<file path="config.mk">
export PLATFORM = sky130hd
export DESIGN_NAME = cru_map
export DESIGN_NICKNAME = d
export VERILOG_FILES = /design/src/rtl/combination_rank_unrank_macros.svh /design/src/rtl/cru_pkg.sv /design/src/rtl/cru_map.sv
export SDC_FILE = /design/constraint.sdc
export NUM_CORES = 1
export LEC_CHECK = 0
export BUFFER_PORTS_ARGS = -buffer_cell sky130_fd_sc_hd__clkbuf_2
export CORE_AREA = 8 8 219 221
export DETAILED_ROUTE_END_ITERATION = 12
export DIE_AREA = 0 0 227 229
export PLACE_DENSITY_LB_ADDON = 0.08
export SYNTH_ARGS = -nofsm -noshare
export SYNTH_HDL_FRONTEND = slang
export SYNTH_SLANG_ARGS = --single-unit
</file>
<file path="constraint.sdc">
create_clock -name clk_i -period 31.9 [get_ports clk_i]
set_input_delay 3.19 -clock clk_i [delete_from_list [all_inputs] [get_ports clk_i]]
set_output_delay 3.19 -clock clk_i [all_outputs]
set_load 0.01 [all_outputs]
</file>
<file path="src/rtl/combination_rank_unrank_macros.svh">
// assertion macros for the combination rank/unrank block
// no dependencies; define NO_ASSERTIONS to compile them out
`ifndef COMBINATION_RANK_UNRANK_MACROS_SVH
`define COMBINATION_RANK_UNRANK_MACROS_SVH
`ifndef NO_ASSERTIONS
`define CRU_ASSERT(label, clk, rst_n, prop) \
  label: assert property (@(posedge clk) disable iff (!rst_n) prop) \
    else $error("assertion failed");
`define CRU_ASSERT_NEVER(label, clk, rst_n, cond) \
  label: assert property (@(posedge clk) disable iff (!rst_n) !(cond)) \
    else $error("forbidden condition");
`else
`define CRU_ASSERT(label, clk, rst_n, prop)
`define CRU_ASSERT_NEVER(label, clk, rst_n, cond)
`endif
`endif

</file>
<file path="src/rtl/cru_pkg.sv">
// package for the combination rank/unrank block: widths, codes, binomial table
// no dependencies
package cru_pkg;
  localparam int unsigned MaxPiecesDef   = 7;
  localparam int unsigned BoardSqDef     = 64;
  localparam int unsigned IdxW           = 30;
  localparam int unsigned SqW            = 6;
  localparam int unsigned PosW           = 7;
  localparam int unsigned Slots          = 7;
  localparam int unsigned BinW           = 34;

  localparam logic [1:0] StOk     = 2'd0;
  localparam logic [1:0] StBadSq  = 2'd1;
  localparam logic [1:0] StBadIdx = 2'd2;

  localparam logic OpRank   = 1'b0;
  localparam logic OpUnrank = 1'b1;

  localparam logic CfgMask  = 1'b0;
  localparam logic CfgCount = 1'b1;

  typedef logic [SqW-1:0]  sq_t;
  typedef logic [PosW-1:0] pos_t;
  typedef logic [BinW-1:0] bin_t;

  // C(n,k) for n up to 64, k up to 7; wide enough that no entry saturates
  function automatic bin_t binom(input pos_t n, input logic [2:0] k);
    logic [47:0] r;
    r = 48'd1;
    if ({1'b0, k} > {1'b0, n}) begin
      r = 48'd0;
    end else begin
      for (int i = 0; i < 7; i++) begin
        if (i < int'(k)) begin
          r = r * (48'(n) - 48'(i)) / 48'(i + 1);
        end
      end
    end
    binom = r[BinW-1:0];
  endfunction

  typedef struct packed {
    logic           op;
    logic [2:0]     k;
    logic           bad;
    logic [1:0]     status;
    logic [IdxW-1:0] acc;
  } ctl_t;
endpackage

</file>
<file path="src/rtl/cru_map.sv">
// square-to-position map: prefix counts of the legal mask, registered
// depends on cru_pkg
module cru_map import cru_pkg::*; #(
  parameter int unsigned BoardSquares = BoardSqDef
) (
  input  logic        clk_i,
  input  logic [63:0] mask_i,
  output logic [63:0] mask_o,
  output pos_t        below_o [64],
  output pos_t        total_o
);
  logic [63:0] m;
  pos_t        cnt_d [65];
  pos_t        cnt_q [64];
  logic [63:0] mask_q;
  pos_t        total_q;

  always_comb begin
    for (int s = 0; s < 64; s++) begin
      m[s] = mask_i[s] && (s < int'(BoardSquares));
    end
    cnt_d[0] = '0;
    for (int s = 0; s < 64; s++) begin
      cnt_d[s+1] = cnt_d[s] + pos_t'(m[s]);
    end
  end

  // user must make configuration changes only when idle; not enforced
  always_ff @(posedge clk_i) begin
    mask_q  <= m;
    total_q <= cnt_d[64];
    for (int s = 0; s < 64; s++) begin
      cnt_q[s] <= cnt_d[s];
    end
  end

  assign mask_o  = mask_q;
  assign below_o = cnt_q;
  assign total_o = total_q;
endmodule

</file>
# After elaboration in Yosys (flattened, before gate mapping)
# Index checks and enable logic that the tools add are counted.
# classes
n_addsub	63
# op_table
cell	n
$add 7x1->7	57
$add 6x1->7	1
$add 5x1->6	1
$add 4x1->5	1
$add 3x1->4	1
$add 2x1->3	1
$add 1x1->2	1
# word_totals
register_bits	506
input_bits	65
out_inout_bits	519

# Longest topological paths before layout
# Gate-level depths: netlist of run 1.
# logic_depth
ltp_word	63
depth_mapped	72

# Least setup slack after synthesis of run 1
# Ideal clock, no wire load.
# synth_path
path_kind	input port to flip-flop
start	in mask_i[0]
end	reg total_q[6] (netlist: total_o[6])
setup_time_ps	72
arrival_time_ps	24696
path_slack_ps	7132
cell_stages	69
path_buffers	0
path_cell_list	fa_1 -> ha_1 -> ha_1 -> ha_1 -> ha_1 -> ha_1 -> ha_1 -> ha_1 -> ha_1 -> ha_1 -> ha_1 -> ha_1 -> ha_1 -> ha_1 -> ha_1 -> ha_1 -> ha_1 -> ha_1 -> (+33 left out) -> ha_1 -> ha_1 -> ha_1 -> ha_1 -> ha_1 -> ha_1 -> ha_1 -> ha_1 -> ha_1 -> xor2_1 -> and3_1 -> xor2_1 -> xor2_1 -> nand3_1 -> o21ai_0 -> a2bb2oi_1 -> mux2i_1 -> xor2_1
# synth_lines
element	line	text
from (decl)	cru_map.sv:7	input logic [63:0] mask_i,
to (signal assigned)	cru_map.sv:31	total_q <= cnt_d[64];
to (decl)	cru_map.sv:16	pos_t total_q;

==> impl_metrics.tcl, run 1 <==
set metrics [dict create \
    status "finished, final reports clean" \
    setup_viol 0 \
    htreeDepth 2 \
    synthCells 1872 \
    cts.clk_slew.worst_paths_ns 0.06 \
    drt_wl_total_um 61400 \
    final_nets 2638 \
    cts_root_buffer "clkbuf_16" \
    ys_seq_area_share_pct 47.3 \
    drt_iter0_drc 668 \
    synth_top_cell_area_share_pct 47.3 \
    areaGrowthSynthToFinish_pct 25.1 \
    num_rows 78 \
    dieArea_um2 52000 \
    max_freq_mhz 38.0 \
    crit_type "in -> reg" \
    grt_pass1_vias 15500 \
    fin_cells 3092 \
    post_route_cells_drive_above_1_share_pct 29.4 \
    period_needed_ns 26.29 \
    maxSlewViolCount 0 \
    track_usage_pct 22.7 \
    gp_congestion 0.864 \
    postCtsSetupBuffers 0 \
    grt_overflow 0 \
    fill_cells 3959 \
    numPortBuffers 555 \
    drc 0 \
    worstSetupEndpointType "register" \
    place_hpwl_um 50200 \
    die_y_um 229 \
    die_x_um 227 \
    startpoint_type "input port" \
    arrival_ns 26.81 \
    start_util_pct 46.4 \
    numCtsBuffers 52 \
    hold_buffers 0 \
    slowest_delay_ns 0.51 \
    crit_fanout 7 \
    worst_slew_pin_slew_ns 1.04 \
    core-area_um2 44700 \
    synth_cell_type_count 87 \
    cts_buffer_depth 3 \
    antenna_found_initial 1 \
    slew-limit-headroom_pct 30.0 \
    synth-edff-count 0 \
    grt_pass1_wl_um 92000 \
    synth_area_leaders "dfxtp_1 (47%), xnor2_1 (8.2%), ha_1 (7.5%)" \
    final_antenna_net_count 0 \
    fin_tns_setup_ns 0 \
    synth_seq_cells 490 \
    cts_tree "built" \
    hold_path.class "in -> reg" \
    avgRoutedWirePerCell_um 19.8 \
    first_pass_iters 5 \
    layout_worst_path_cycle_share_pct 82.4 \
    viasPerCell 4.92 \
    crit_top_cell "ha_1" \
    worst_ep_required_time_ns 32.42 \
    hold_viol 0 \
    synth_area_leader_cell "dfxtp_1" \
    synth-async-reset-ratio_pct 0 \
    syn_area_per_cell_um2 11.1 \
    cts.repair.resized 0 \
    cts.sinks 490 \
    dp.cells 2994 \
    yosys_warnings 0 \
    grt_setup_unrepaired "false" \
    netlist_area_um2 20700 \
    num_io_pins 584 \
    synth_ff_type "dfxtp_1" \
    drv_cap 0 \
    fin_hold_ws_ns 2.71 \
    grt_max_degree 16 \
    via_count 15200 \
    cp_slowest_cell "fa_1" \
]
registers in the layout (all words and copies together), names as in the netlist:
signal   count
below_o    419
mask_o      64
total_o      7
kinds of logic (layout without fill, tap and decap cells):
family	count (synthesis)	in the layout	synth area share [%]
AOI/OAI and AO/OA	212	212	6.64
muxes	50	50	2.46
DFF	490	490	47.3
xor gates and xnor gates	389	389	21.5
adders and majority gates	133	133	7.96
and+or+nand+nor	460	460	11.1
other	1	32	0.0181
buffers and inverters	137	726	3.10
metal layers:
metal / share of wire (%) / track usage [%] / wire [µm] / up-vias
met5: 0 / 0 / 0 / -
met4: 3.8 / 8.88 / 2340 / 0
met3: 7.9 / 6.80 / 4830 / 108
li1: - / - / - / 7479
met1: 40 / 26.0 / 24300 / 7169
met2: 49 / 39.1 / 29900 / 451
cell usage after synthesis, drive strengths merged, types with 13 or more instances:
library cell and instances:
nor2 68, inv 68, clkbuf 26, mux2i 45, a21oi 50, nand2 141, nand3 63, buf 41
o21ai 67, ha 124, xor2 125, nor3 28, and3 52, nor2b 21, and2 22, xnor2 222
nand4 14, a31oi 13, xnor3 31, dfxtp 490
path summary, 6_finish.rpt:
kind / startpoint / to / slack, ns / depth (start not counted)
setup / recovery: mask_i[0] / total_o[6]$_DFF_P_ / 5.61 / 70
hold / removal: mask_i[55] / mask_o[55]$_DFF_P_ / 2.71 / 1
through the flow:
step | cell area (µm²) | util (%) | setup slack (ns)
after floorplan | 20900 | - | 7.13
after global placement | 24000 | 53.8 | 5.69
after detailed placement | 24000 | 53.8 | 5.20
after CTS | 25900 | 58.0 | 5.71
after global routing | 25900 | 58.0 | 4.40
final | 25900 | 58.0 | 5.61
cells in the final DEF, fill, tap and decap left out, types with 9 or more instances in the layout:
master / count
bufinv_16: 9
nor3_1: 27
inv_1: 59
clkbuf_2: 555
xnor3_1: 23
xnor2_2: 20
a21oi_1: 50
o21ai_0: 63
nor3b_1: 10
mux2i_1: 44
conb_1: 31
nor2b_1: 21
ha_1: 124
o211ai_1: 9
nand2b_1: 10
xnor2_1: 194
a31oi_1: 13
and2_1: 22
nand2_1: 141
nand3_1: 63
nor2_1: 68
clkbuf_16: 53
clkbuf_8: 11
inv_2: 9
nand4_1: 14
xor2_1: 113
and3_1: 52
xor3_1: 9
dfxtp_1: 490
critical path, delay by kind of cell:
| family | cells | cell delay [ns] |
|---|---|---|
| fa+ha+maj | 56 | 19.91 |
| xor+xnor | 8 | 2.67 |
| mux | 1 | 0.16 |
| simple gates | 2 | 0.49 |
| compound gates | 2 | 0.26 |
| buf+inv | 1 | 0.11 |
cell type report:
type	count	area, µm²	area share, %
clock inverters	25	390	1.50
multi-input cells	1275	10400	40.1
diodes	1	2.50	0.00965
flip-flops and latches	490	9810	37.8
clock buffers	72	1510	5.81
repair buffers	559	2810	10.8
inverters	70	263	1.01
well taps	600	751	2.89
Power of run 1 is not shown: default switching activity piles up to over one toggle a cycle in this logic, so the estimate is an artifact.
==> inputs of run 2 (changes only) <==
- clock period: 31.9 -> 25 ns (I/O delays scaled with it)
==> run 2 against run 1 <==
  * Cell count rose by 0.84%
  * Wire length barely moved
  * Non-clock buffer count rose by 27
  * Critical path depth did not move
  * Sequential share of layout area fell by 0.44 points
  * First-iteration DRC count rose by 5.8%
==> impl_metrics.tcl, run 2 (synthesized netlist as in run 1, its figures left out) <==
set metrics [dict create \
    final_common_cell "clkbuf_2" \
    worst_ep_required_time_ns 25.47 \
    start_util_pct 46.4 \
    grt_pass1_wl_um 91500 \
    drv_cap 0 \
    die_y_um 229 \
    avgRoutedWirePerCell_um 19.7 \
    grt_pass1_vias 15800 \
    numPortBuffers 555 \
    drt_iter0_drc 707 \
    drt_wl_total_um 61300 \
    max_freq_mhz 41.4 \
    grt_max_degree 16 \
    hold_viol 0 \
    place_hpwl_um 49900 \
    gp_congestion 0.866 \
    fin_tns_setup_ns 0 \
    cts_tree "built" \
    maxSlewViolCount 0 \
    areaGrowthSynthToFinish_pct 26.5 \
    cts_buffer_depth 3 \
    worst_slew_pin_slew_ns 1.02 \
    final_antenna_net_count 0 \
    slowest_delay_ns 0.50 \
    antenna_found_initial 1 \
    setup_viol 0 \
    largest_register_ffs 419 \
    crit_top_cell "ha_1" \
    drc 0 \
    cts.sinks 490 \
    hold_path.class "in -> reg" \
    final_nets 2665 \
    period_needed_ns 24.17 \
    status "finished, final reports clean" \
    grt_overflow 0 \
    htreeDepth 2 \
    arrival_ns 24.64 \
    crit_fanout 6 \
    first_pass_iters 5 \
    layout_worst_path_cycle_share_pct 96.7 \
    post_route_cells_drive_above_1_share_pct 30.9 \
    fill_cells 3914 \
    startpoint_type "input port" \
    layout_common_cells "clkbuf_2 (555), dfxtp_1 (490), xnor2_1 (193)" \
    num_io_pins 584 \
    cts_root_buffer "clkbuf_16" \
    die_x_um 227 \
    cp_slowest_cell "fa_1" \
    crit_type "in -> reg" \
    core-area_um2 44700 \
    worstSetupEndpointType "register" \
    via_count 15300 \
    slew-limit-headroom_pct 31.6 \
    viasPerCell 4.92 \
    dieArea_um2 52000 \
    cts.clk_slew.worst_paths_ns 0.06 \
    numCtsBuffers 52 \
    antenna_cells 0 \
    num_rows 78 \
    track_usage_pct 22.5 \
]
run 2: cell types whose count changed in the layout (fill, tap and decap cells not counted), moves of 3 or more:
cell and change:
xor2_1 -8, ha_4 +4, clkbuf_8 -3, xor2_2 +7
buf_4 +27, ha_1 -5
run 2: metal layers:
metal	global-route usage (%)	share of wire [%]	vias to the layer above
met5	0	0.021	-
met4	9.67	4.0	2
met3	6.11	7.8	114
met2	38.6	48	512
met1	26.0	40	7190
li1	-	-	7522
run 2: what timing repair did:
item | 4_1_cts | 5_1_grt
hold endpoints to repair | 0 | 0
setup endpoints to repair | 0 | 10
resized for setup | 0 | 20
setup buffers | 0 | 1
hold buffers | 0 | 0
run 2: final timing paths:
kind / startpoint / to / cells past startpoint
worst min-delay path: mask_i[36] / mask_o[36]$_DFF_P_ / 1
worst max-delay path: mask_i[0] / total_o[5]$_DFF_P_ / 70
run 2: cell type report:
cell class,count,area [µm²],share of cell area (%)
clock inverters,29,392,1.49
clock buffers,68,1460,5.57
well taps,600,751,2.86
multi-input cells,1275,10600,40.2
repair buffers,586,3010,11.5
inverters,70,263,1.00
flip-flops and latches,490,9810,37.4
run 2: worst max-delay path: cells and delay by family:
kind | cells | cell delay (ns)
XOR/XNOR | 2 | 0.32
AND/OR/NAND/NOR | 1 | 0.12
adder cells (fa/ha/maj) | 62 | 20.96
buffers and inverters | 2 | 0.28
AO/OA/AOI/OAI | 3 | 0.47
run 2: stage by stage:
stage	setup WS [ns]	cell area, µm²	hold WS, ns	instances	utilization (%)
floorplan	0.922	20900	2.53	1902	-
global placement	0.108	24200	2.62	3020	54.2
detailed placement	-0.207	24200	2.62	3020	54.2
CTS	0.316	26100	1.99	3117	58.4
global route	-0.0158	26200	2.00	3118	58.7
finish	0.830	26200	2.03	3118	58.7
Power of run 2 is left out for the same reason.
