**config.mk**
```make
export PLATFORM = sky130hd
export DESIGN_NAME = cru_stage
export DESIGN_NICKNAME = d
export VERILOG_FILES = /design/src/rtl/combination_rank_unrank_macros.svh /design/src/rtl/cru_pkg.sv /design/src/rtl/cru_stage.sv
export SDC_FILE = /design/constraint.sdc
export NUM_CORES = 1
export LEC_CHECK = 0
export ABC_CLOCK_PERIOD_IN_PS = 1350
export BUFFER_PORTS_ARGS = -buffer_cell sky130_fd_sc_hd__buf_4
export CAP_MARGIN = 15
export CORE_AREA = 2 2 302 304
export CTS_BUF_LIST = sky130_fd_sc_hd__clkbuf_4
export CTS_CLUSTER_DIAMETER = 200
export DETAILED_ROUTE_END_ITERATION = 6
export DIE_AREA = 0 0 304 306
export PLACE_DENSITY = 0.52
export SLEW_MARGIN = 10
export SYNTH_ARGS = -nofsm -noshare
export SYNTH_HDL_FRONTEND = slang
export SYNTH_SLANG_ARGS = --single-unit
```
**constraint.sdc**
```tcl
create_clock -name clk_i -period 1.35 [get_ports clk_i]
set_clock_uncertainty 0.2 [all_clocks]
set_input_delay 0.2025 -clock clk_i [delete_from_list [all_inputs] [get_ports clk_i]]
set_output_delay 0.2025 -clock clk_i [all_outputs]
set_load 0.02 [all_outputs]
```
**src/rtl/combination_rank_unrank_macros.svh**
```systemverilog
// assertion macros for the combination rank/unrank block
// no dependencies; define NO_ASSERTIONS to compile them out
`ifndef COMBINATION_RANK_UNRANK_MACROS_SVH
`define COMBINATION_RANK_UNRANK_MACROS_SVH
`ifndef NO_ASSERTIONS
`define CRU_ASSERT(label, clk, rst_n, prop) \
  label: assert property (@(posedge clk) disable iff (!rst_n) prop) \
    else $error("assertion failed");
`define CRU_ASSERT_NEVER(label, clk, rst_n, cond) \
  label: assert property (@(posedge clk) disable iff (!rst_n) !(cond)) \
    else $error("forbidden condition");
`else
`define CRU_ASSERT(label, clk, rst_n, prop)
`define CRU_ASSERT_NEVER(label, clk, rst_n, cond)
`endif
`endif

```
**src/rtl/cru_pkg.sv**
```systemverilog
// package for the combination rank/unrank block: widths, codes, binomial table
// no dependencies
package cru_pkg;
  localparam int unsigned MaxPiecesDef   = 7;
  localparam int unsigned BoardSqDef     = 64;
  localparam int unsigned IdxW           = 30;
  localparam int unsigned SqW            = 6;
  localparam int unsigned PosW           = 7;
  localparam int unsigned Slots          = 7;
  localparam int unsigned BinW           = 34;

  localparam logic [1:0] StOk     = 2'd0;
  localparam logic [1:0] StBadSq  = 2'd1;
  localparam logic [1:0] StBadIdx = 2'd2;

  localparam logic OpRank   = 1'b0;
  localparam logic OpUnrank = 1'b1;

  localparam logic CfgMask  = 1'b0;
  localparam logic CfgCount = 1'b1;

  typedef logic [SqW-1:0]  sq_t;
  typedef logic [PosW-1:0] pos_t;
  typedef logic [BinW-1:0] bin_t;

  // C(n,k) for n up to 64, k up to 7; wide enough that no entry saturates
  function automatic bin_t binom(input pos_t n, input logic [2:0] k);
    logic [47:0] r;
    r = 48'd1;
    if ({1'b0, k} > {1'b0, n}) begin
      r = 48'd0;
    end else begin
      for (int i = 0; i < 7; i++) begin
        if (i < int'(k)) begin
          r = r * (48'(n) - 48'(i)) / 48'(i + 1);
        end
      end
    end
    binom = r[BinW-1:0];
  endfunction

  typedef struct packed {
    logic           op;
    logic [2:0]     k;
    logic           bad;
    logic [1:0]     status;
    logic [IdxW-1:0] acc;
  } ctl_t;
endpackage

```
**src/rtl/cru_stage.sv**
```systemverilog
// one pipeline stage: one rank term and one unrank digit, picked by the opcode
// depends on cru_pkg
module cru_stage import cru_pkg::*; #(
  parameter int unsigned RankDigit   = 1,
  parameter int unsigned UnrankDigit = 7
) (
  input  logic        clk_i,
  input  logic        rst_ni,
  input  logic        en_i,
  input  logic        vld_i,
  input  ctl_t        ctl_i,
  input  sq_t         sq_i   [Slots],
  input  pos_t        pos_i  [Slots],
  input  pos_t        hi_i,
  input  logic [63:0] mask_i,
  input  pos_t        below_i [64],
  output logic        vld_o,
  output ctl_t        ctl_o,
  output sq_t         sq_o   [Slots],
  output pos_t        pos_o  [Slots],
  output pos_t        hi_o
);
  localparam int unsigned RSlot = RankDigit - 1;
  localparam int unsigned USlot = UnrankDigit - 1;
  localparam logic [2:0]  Rk    = 3'(RankDigit);
  localparam logic [2:0]  Uk    = 3'(UnrankDigit);

  logic vld_q;
  ctl_t ctl_d, ctl_q;
  pos_t pos_d [Slots];
  pos_t pos_q [Slots];
  sq_t  sq_q  [Slots];
  pos_t hi_d, hi_q;
  logic [63:0] le;
  pos_t p;
  bin_t c;
  bin_t rtab [64];
  bin_t utab [64];

  // constant binomial columns for this stage's two digits
  for (genvar q = 0; q < 64; q++) begin : g_tab
    assign rtab[q] = binom(pos_t'(q), Rk);
    assign utab[q] = binom(pos_t'(q), Uk);
  end

  always_comb begin
    ctl_d = ctl_i;
    pos_d = pos_i;
    hi_d  = hi_i;
    p     = '0;
    c     = '0;
    for (int q = 0; q < 64; q++) begin
      le[q] = (q < int'(hi_i)) && (utab[q] <= bin_t'(ctl_i.acc));
    end
    if (ctl_i.op == OpRank) begin
      if (Rk <= ctl_i.k && !ctl_i.bad) begin
        if (!mask_i[sq_i[RSlot]] ||
            (RSlot > 0 && sq_i[RSlot] <= sq_i[(RSlot > 0) ? RSlot-1 : 0])) begin
          ctl_d.bad = 1'b1;
        end else begin
          c = rtab[below_i[sq_i[RSlot]][SqW-1:0]];
          ctl_d.acc = ctl_i.acc + c[IdxW-1:0];
        end
      end
    end else if (Uk <= ctl_i.k) begin
      // digits are walked from high to low: highest q below hi with C(q,j) <= rest
      for (int q = 0; q < 64; q++) begin
        if (le[q]) p = pos_t'(q);
      end
      c = utab[p[SqW-1:0]];
      pos_d[USlot] = p;
      ctl_d.acc = (c <= bin_t'(ctl_i.acc)) ? ctl_i.acc - c[IdxW-1:0] : '0;
      hi_d = p;
    end
  end

  always_ff @(posedge clk_i or negedge rst_ni) begin
    if (!rst_ni) begin
      vld_q <= 1'b0;
    end else if (en_i) begin
      vld_q <= vld_i;
    end
  end

  always_ff @(posedge clk_i) begin
    if (en_i) begin
      ctl_q <= ctl_d;
      pos_q <= pos_d;
      sq_q  <= sq_i;
      hi_q  <= hi_d;
    end
  end

  assign vld_o = vld_q;
  assign ctl_o = ctl_q;
  assign pos_o = pos_q;
  assign sq_o  = sq_q;
  assign hi_o  = hi_q;
endmodule

```
== Word-level counts from Yosys, hierarchy flattened ==
Memory sizes are Yosys's and may differ from the RTL's.
Cells that the tools add are included.

* Flip-flop bits (word level): 136
* Logic and storage cells: 307
* Input bits: 651
* Bits in read-only memories: 4,352
* Memories: 2
* Output and inout port bits: 136

* Muxes and demuxes: 86
* Reductions and logical operators: 65
* Add/subtract/negate cells: 2
* Bitwise gates (word level): 3
* Order comparisons: 128

{| class="wikitable"
|+ Memories
! name !! words !! width !! read ports !! clocked after Yosys merged registers in !! write ports !! line !! RTL
|-
| (no name shown) || 64 || 34 || 1 || 0 || 0 || cru_stage.sv:70 || <nowiki>c = utab[p[SqW-1:0]];</nowiki>
|-
| (no name shown) || 64 || 34 || 1 || 0 || 0 || cru_stage.sv:61 || <nowiki>c = rtab[below_i[sq_i[RSlot]][SqW-1:0]];</nowiki>
|}

{| class="wikitable"
|+ Operators with widths
! cell !! count
|-
| two-way mux 7 bit || 68
|-
| < comparator 6 x 7 -> 1 bit (first input constant) || 32
|-
| two-way mux 30 bit || 7
|-
| less-or-equal comparator 27 x 30 -> 1 bit (first input constant) || 5
|-
| less-or-equal comparator 28 x 30 -> 1 bit (first input constant) || 5
|-
| less-or-equal comparator 29 x 30 -> 1 bit (first input constant) || 5
|-
| less-or-equal comparator 23 x 30 -> 1 bit (first input constant) || 4
|-
| less-or-equal comparator 25 x 30 -> 1 bit (first input constant) || 4
|-
| less-or-equal comparator 26 x 30 -> 1 bit (first input constant) || 4
|-
| < comparator 5 x 7 -> 1 bit (first input constant) || 16
|-
| less-or-equal comparator 21 x 30 -> 1 bit (first input constant) || 3
|-
| less-or-equal comparator 24 x 30 -> 1 bit (first input constant) || 3
|-
| two-way mux 34 bit || 2
|-
| logical AND 1 bit || 64
|-
| less-or-equal comparator 1 x 30 -> 1 bit (first input constant) || 2
|-
| less-or-equal comparator 15 x 30 -> 1 bit (first input constant) || 2
|-
| less-or-equal comparator 17 x 30 -> 1 bit (first input constant) || 2
|-
| less-or-equal comparator 18 x 30 -> 1 bit (first input constant) || 2
|-
| less-or-equal comparator 19 x 30 -> 1 bit (first input constant) || 2
|-
| less-or-equal comparator 20 x 30 -> 1 bit (first input constant) || 2
|-
| less-or-equal comparator 22 x 30 -> 1 bit (first input constant) || 2
|-
| < comparator 4 x 7 -> 1 bit (first input constant) || 8
|-
| binary-select mux 7 bit (select 6 bit) || 1
|-
| less-or-equal comparator 34 x 30 -> 1 bit || 1
|-
| other kinds (25) || 38
|}

== Longest topological paths before layout ==
* Depth after elaboration: 75
* Mapped depth: 35

== Worst setup path after synthesis ==
OpenSTA, ideal clock, no wires.

* Path type: input-to-reg
* Start: input port ctl_i[19] in the netlist's numbering
* End: register ctl_q (netlist bit ctl_o[29]), data pin
* Setup time: 0.130 ns
* Slack: -5.490 ns
* Stages: 31
* Data required time: 1.020 ns
* Data arrival time: 6.510 ns
* Cell sequence: buf_2 or4_1 clkbuf_1 nor4_4 and3_1 a31o_1 a32oi_1 o22ai_1 a221oi_2 a2111o_2 nand2_4 ha_1 clkbuf_1 and2_0 clkbuf_1 nor4_1 a2111oi_1 a211o_1 ha_1 a21o_1 a21o_1 a21o_1 a21oi_1 nor2_1 o211a_1 a211oi_1 a21oi_1 nor3_1 nor3_1 a211oi_1 o21a_1

{| class="wikitable"
|+ RTL lines
! what !! line !! RTL
|-
| from (decl) || cru_stage.sv:11 || <nowiki>input ctl_t ctl_i,</nowiki>
|-
| to (signal assigned) || cru_stage.sv:87 || <nowiki>ctl_q <= ctl_d;</nowiki>
|-
| to (decl) || cru_stage.sv:29 || <nowiki>ctl_t ctl_d, ctl_q;</nowiki>
|}

==> out/results.ini <==
[run_status]
status=finished with violations
violations=DRC, hold timing, setup timing

[setup_path]
crit_top_cell=buf_4
start_kind=input pin
max_stage_delay_ns=0.67
r2r.worst_path.cells=1
required_ns=1.63
endpoint_kind=register
crit_path_top_delay_cell=a2111oi_1
startpoint=ctl_i[0]
cp_data_arrival_time_ns=6.51
rr_endpoint=vld_o
reg2reg_from=vld_o
cp_max_fo=8
crit_type=in -> reg
cp-endpoint=ctl_o[29]
rrSetupSlack_ns=0.34

[route]
drc=2
drt_pre_antenna_iters=7
detail-route-antenna-nets=0
wirelength_mm=171
dr_total_vias=29300
drt-wirelength-per-cell_um=31.8
via_per_inst=5.47
drt_iter0_markers=2913

[grt]
top_usage_layer=met2
use_met2_pct=58.7
antenna_found_initial=22
grt_pass1_vias=29500
grt_use_total_pct=35.2
grt_use_met1_pct=41.7
overflow=0
grt_pass1_wl_mm=230
grt_max_degree=29
use_met3_pct=5.30

[pwr]
intPower_mw=16.8
ir_worst_vdd_mv=0.522
p_per_area_mw_per_mm2=729
p_sw_mw=12.8
clockPowerShare_pct=12.3
combPwrFrac_pct=69.7
seqPwrFrac_pct=18.0
swShare_pct=43.3
leakagePower_nw=17.6

[synthesis]
syn_nets=2881
synthArstFlopShare_pct=0.735
ys_top_cells_by_area=edfxtp_1 22%, mux4_2 18%, ha_1 4.8%
synth_most_common_cell=nand2_1
synth_edf_count=135
yosys_warnings=0
netlist.top_cell.by_area=edfxtp_1
syn_area_per_cell_um2=8.63
ys_seq_area_share_pct=21.9
ys_dominant_reg_cell=edfxtp_1
ys_types=109
synth.cell_area_mm2=0.0186
ys_ff_latch=136
synthTopCellsByCount=187 x nand2_1, 173 x nor2_1, 147 x mux4_2, 146 x clkbuf_1, 143 x o21ai_0
syn_inst=2156
netlist.area_leader.share_pct=21.8

[floorplanning]
num_io_pins=787
start_util_pct=20.8
placementRows=110
die_w_um=304
die_h_um=306
fp.dieArea_mm2=0.0930
core_mm2=0.0896

[clocking]
clkSlewWorstSetupHoldPaths_ns=0.19
cts_root_buffer=clkbuf_4
cts_sinks=136
numCtsBuffers=17
holdBufCountCts=226
insertion_delay_ns=0.69
cts_htree_levels=4
cts_tree=built
cts_buffer_depth=2

[timing]
rsz0062_at_grt=true
drv_slew=0
period_minus_slack_ns=6.23
finalHoldViolCount=1
finalCritPeriodShare_pct=461
fin_ws_ns=-4.88
slew_headroom_pct=59.4
setup_tns_ns=-207.24
holdWs_ns=-0.281
max_freq_mhz=161
setup_violations=179
tightest_slew_ns=0.607

[place]
dp_hpwl_mm=143
port-buffer-count=722
place_inst=4986
placed_area_mm2=0.0338
gp_congestion=1.04

[final_layout]
drive_above_1_share_pct=60.8
area_growth_syn_to_layout_pct=119
finalNonFillerCells=5361
final_cell_area_mm2=0.0407
fin_nets=4884

[job]
maxCapViolCount=0

[worst_hold_path]
hp-class=in -> reg

routing by layer:
layer / vias up / routed length (um) / share of wire, %
met1: 14500 / 65400 / 38
met5: - / 56 / 0.033
met2: 1774 / 79300 / 46
met3: 461 / 11800 / 6.9
li1: 12600 / - / -
met4: 8 / 14100 / 8.3
kinds of logic after synthesis:
| kind of cell | count (synthesis) | share of synthesized area, % |
|---|---|---|
| flip-flops | 136 | 21.9 |
| multiplexers | 151 | 18.0 |
| adder cells (fa/ha/maj) | 74 | 5.06 |
| AO/OA/AOI/OAI | 678 | 25.0 |
| buffers and inverters | 269 | 5.73 |
| AND/OR/NAND/NOR | 823 | 23.1 |
| XOR/XNOR | 25 | 1.18 |
timing repair:
action,CTS,global route
gates cloned,1,0
pin swaps,129,107
endpoints found under the hold margin,265,1
gates resized for setup,496,261
setup endpoints to repair,179,179
setup buffers,80,48
worst min-delay path by stage:
stage | endpoint | slack, ns | cells past startpoint | start
final | ctl_o[32] | -0.28 | 3 | ctl_i[35]
after global routing | ctl_o[32] | -0.30 | 3 | ctl_i[35]
after CTS | ctl_o[32] | -0.40 | 3 | ctl_i[35]
after detailed placement | vld_o | -0.22 | 1 | rst_ni
after global placement | vld_o | -0.22 | 1 | rst_ni
after floorplan | vld_o | -0.29 | 0 | rst_ni
critical path: cells and delay by family:
kind / cells / cell delay, ns
buffers and inverters: 9 / 1.29
muxes: 1 / 0.10
adders and majority gates: 2 / 0.47
AOI/OAI and AO/OA: 15 / 3.24
and+or+nand+nor: 9 / 1.17
cell usage in the layout, fill, tap and decap left out, types with 32 or more instances in the layout:
master / netlist / routed
a21oi_1: 137 / 100
a21oi_2: 2 / 32
a31oi_1: 43 / 36
buf_12: 0 / 45
buf_4: 2 / 1677
buf_6: 2 / 229
dlygate4sd3_1: 0 / 226
edfxtp_1: 135 / 135
ha_1: 72 / 49
inv_1: 57 / 54
mux4_2: 147 / 147
nand2_1: 187 / 161
nand3_1: 79 / 69
nand4_1: 57 / 57
nor2_1: 173 / 145
nor3_1: 74 / 57
o21ai_0: 143 / 102
power groups by stage:
stage	logic, mW	registers (mW)	clock network, mW
finish	20.7	5.35	3.64
global route	21.5	5.37	3.83
CTS	19.4	5.30	3.79
detailed placement	16.6	5.37	0
global placement	16.7	5.37	0
floorplan	6.83	5.75	0
final cells by class:
| type | instances | area (um^2) |
|---|---|---|
| well taps | 1176 | 1470 |
| inverters | 63 | 251 |
| flip-flops and latches | 136 | 4080 |
| diodes | 13 | 32.5 |
| repair buffers | 2190 | 18600 |
| multi-input cells | 1751 | 15900 |
| clock buffers | 17 | 128 |
| fillers | 8729 | 48900 |
| clock inverters | 15 | 208 |
state kept, by name, indices dropped and copies added (netlist names):
name   flops
hi_o       7
ctl_o     37
pos_o     49
vld_o      1
sq_o      42
metrics by stage:
| stage | power [mW] | util (%) | setup WS, ns | hold WS (ns) |
|---|---|---|---|---|
| 4_1_cts | 28.5 | 43.8 | -4.69 | -0.399 |
| 2_1_floorplan | 12.6 | - | -4.92 | -0.293 |
| 6_report | 29.6 | 45.4 | -4.88 | -0.281 |
| 5_1_grt | 30.7 | 45.4 | -4.97 | -0.304 |
| 3_3_place_gp | 22.1 | 37.8 | -6.45 | -0.222 |
| 3_5_place_dp | 22.0 | 37.8 | -6.37 | -0.221 |
Note: power is estimated with default switching activity, not from simulation.
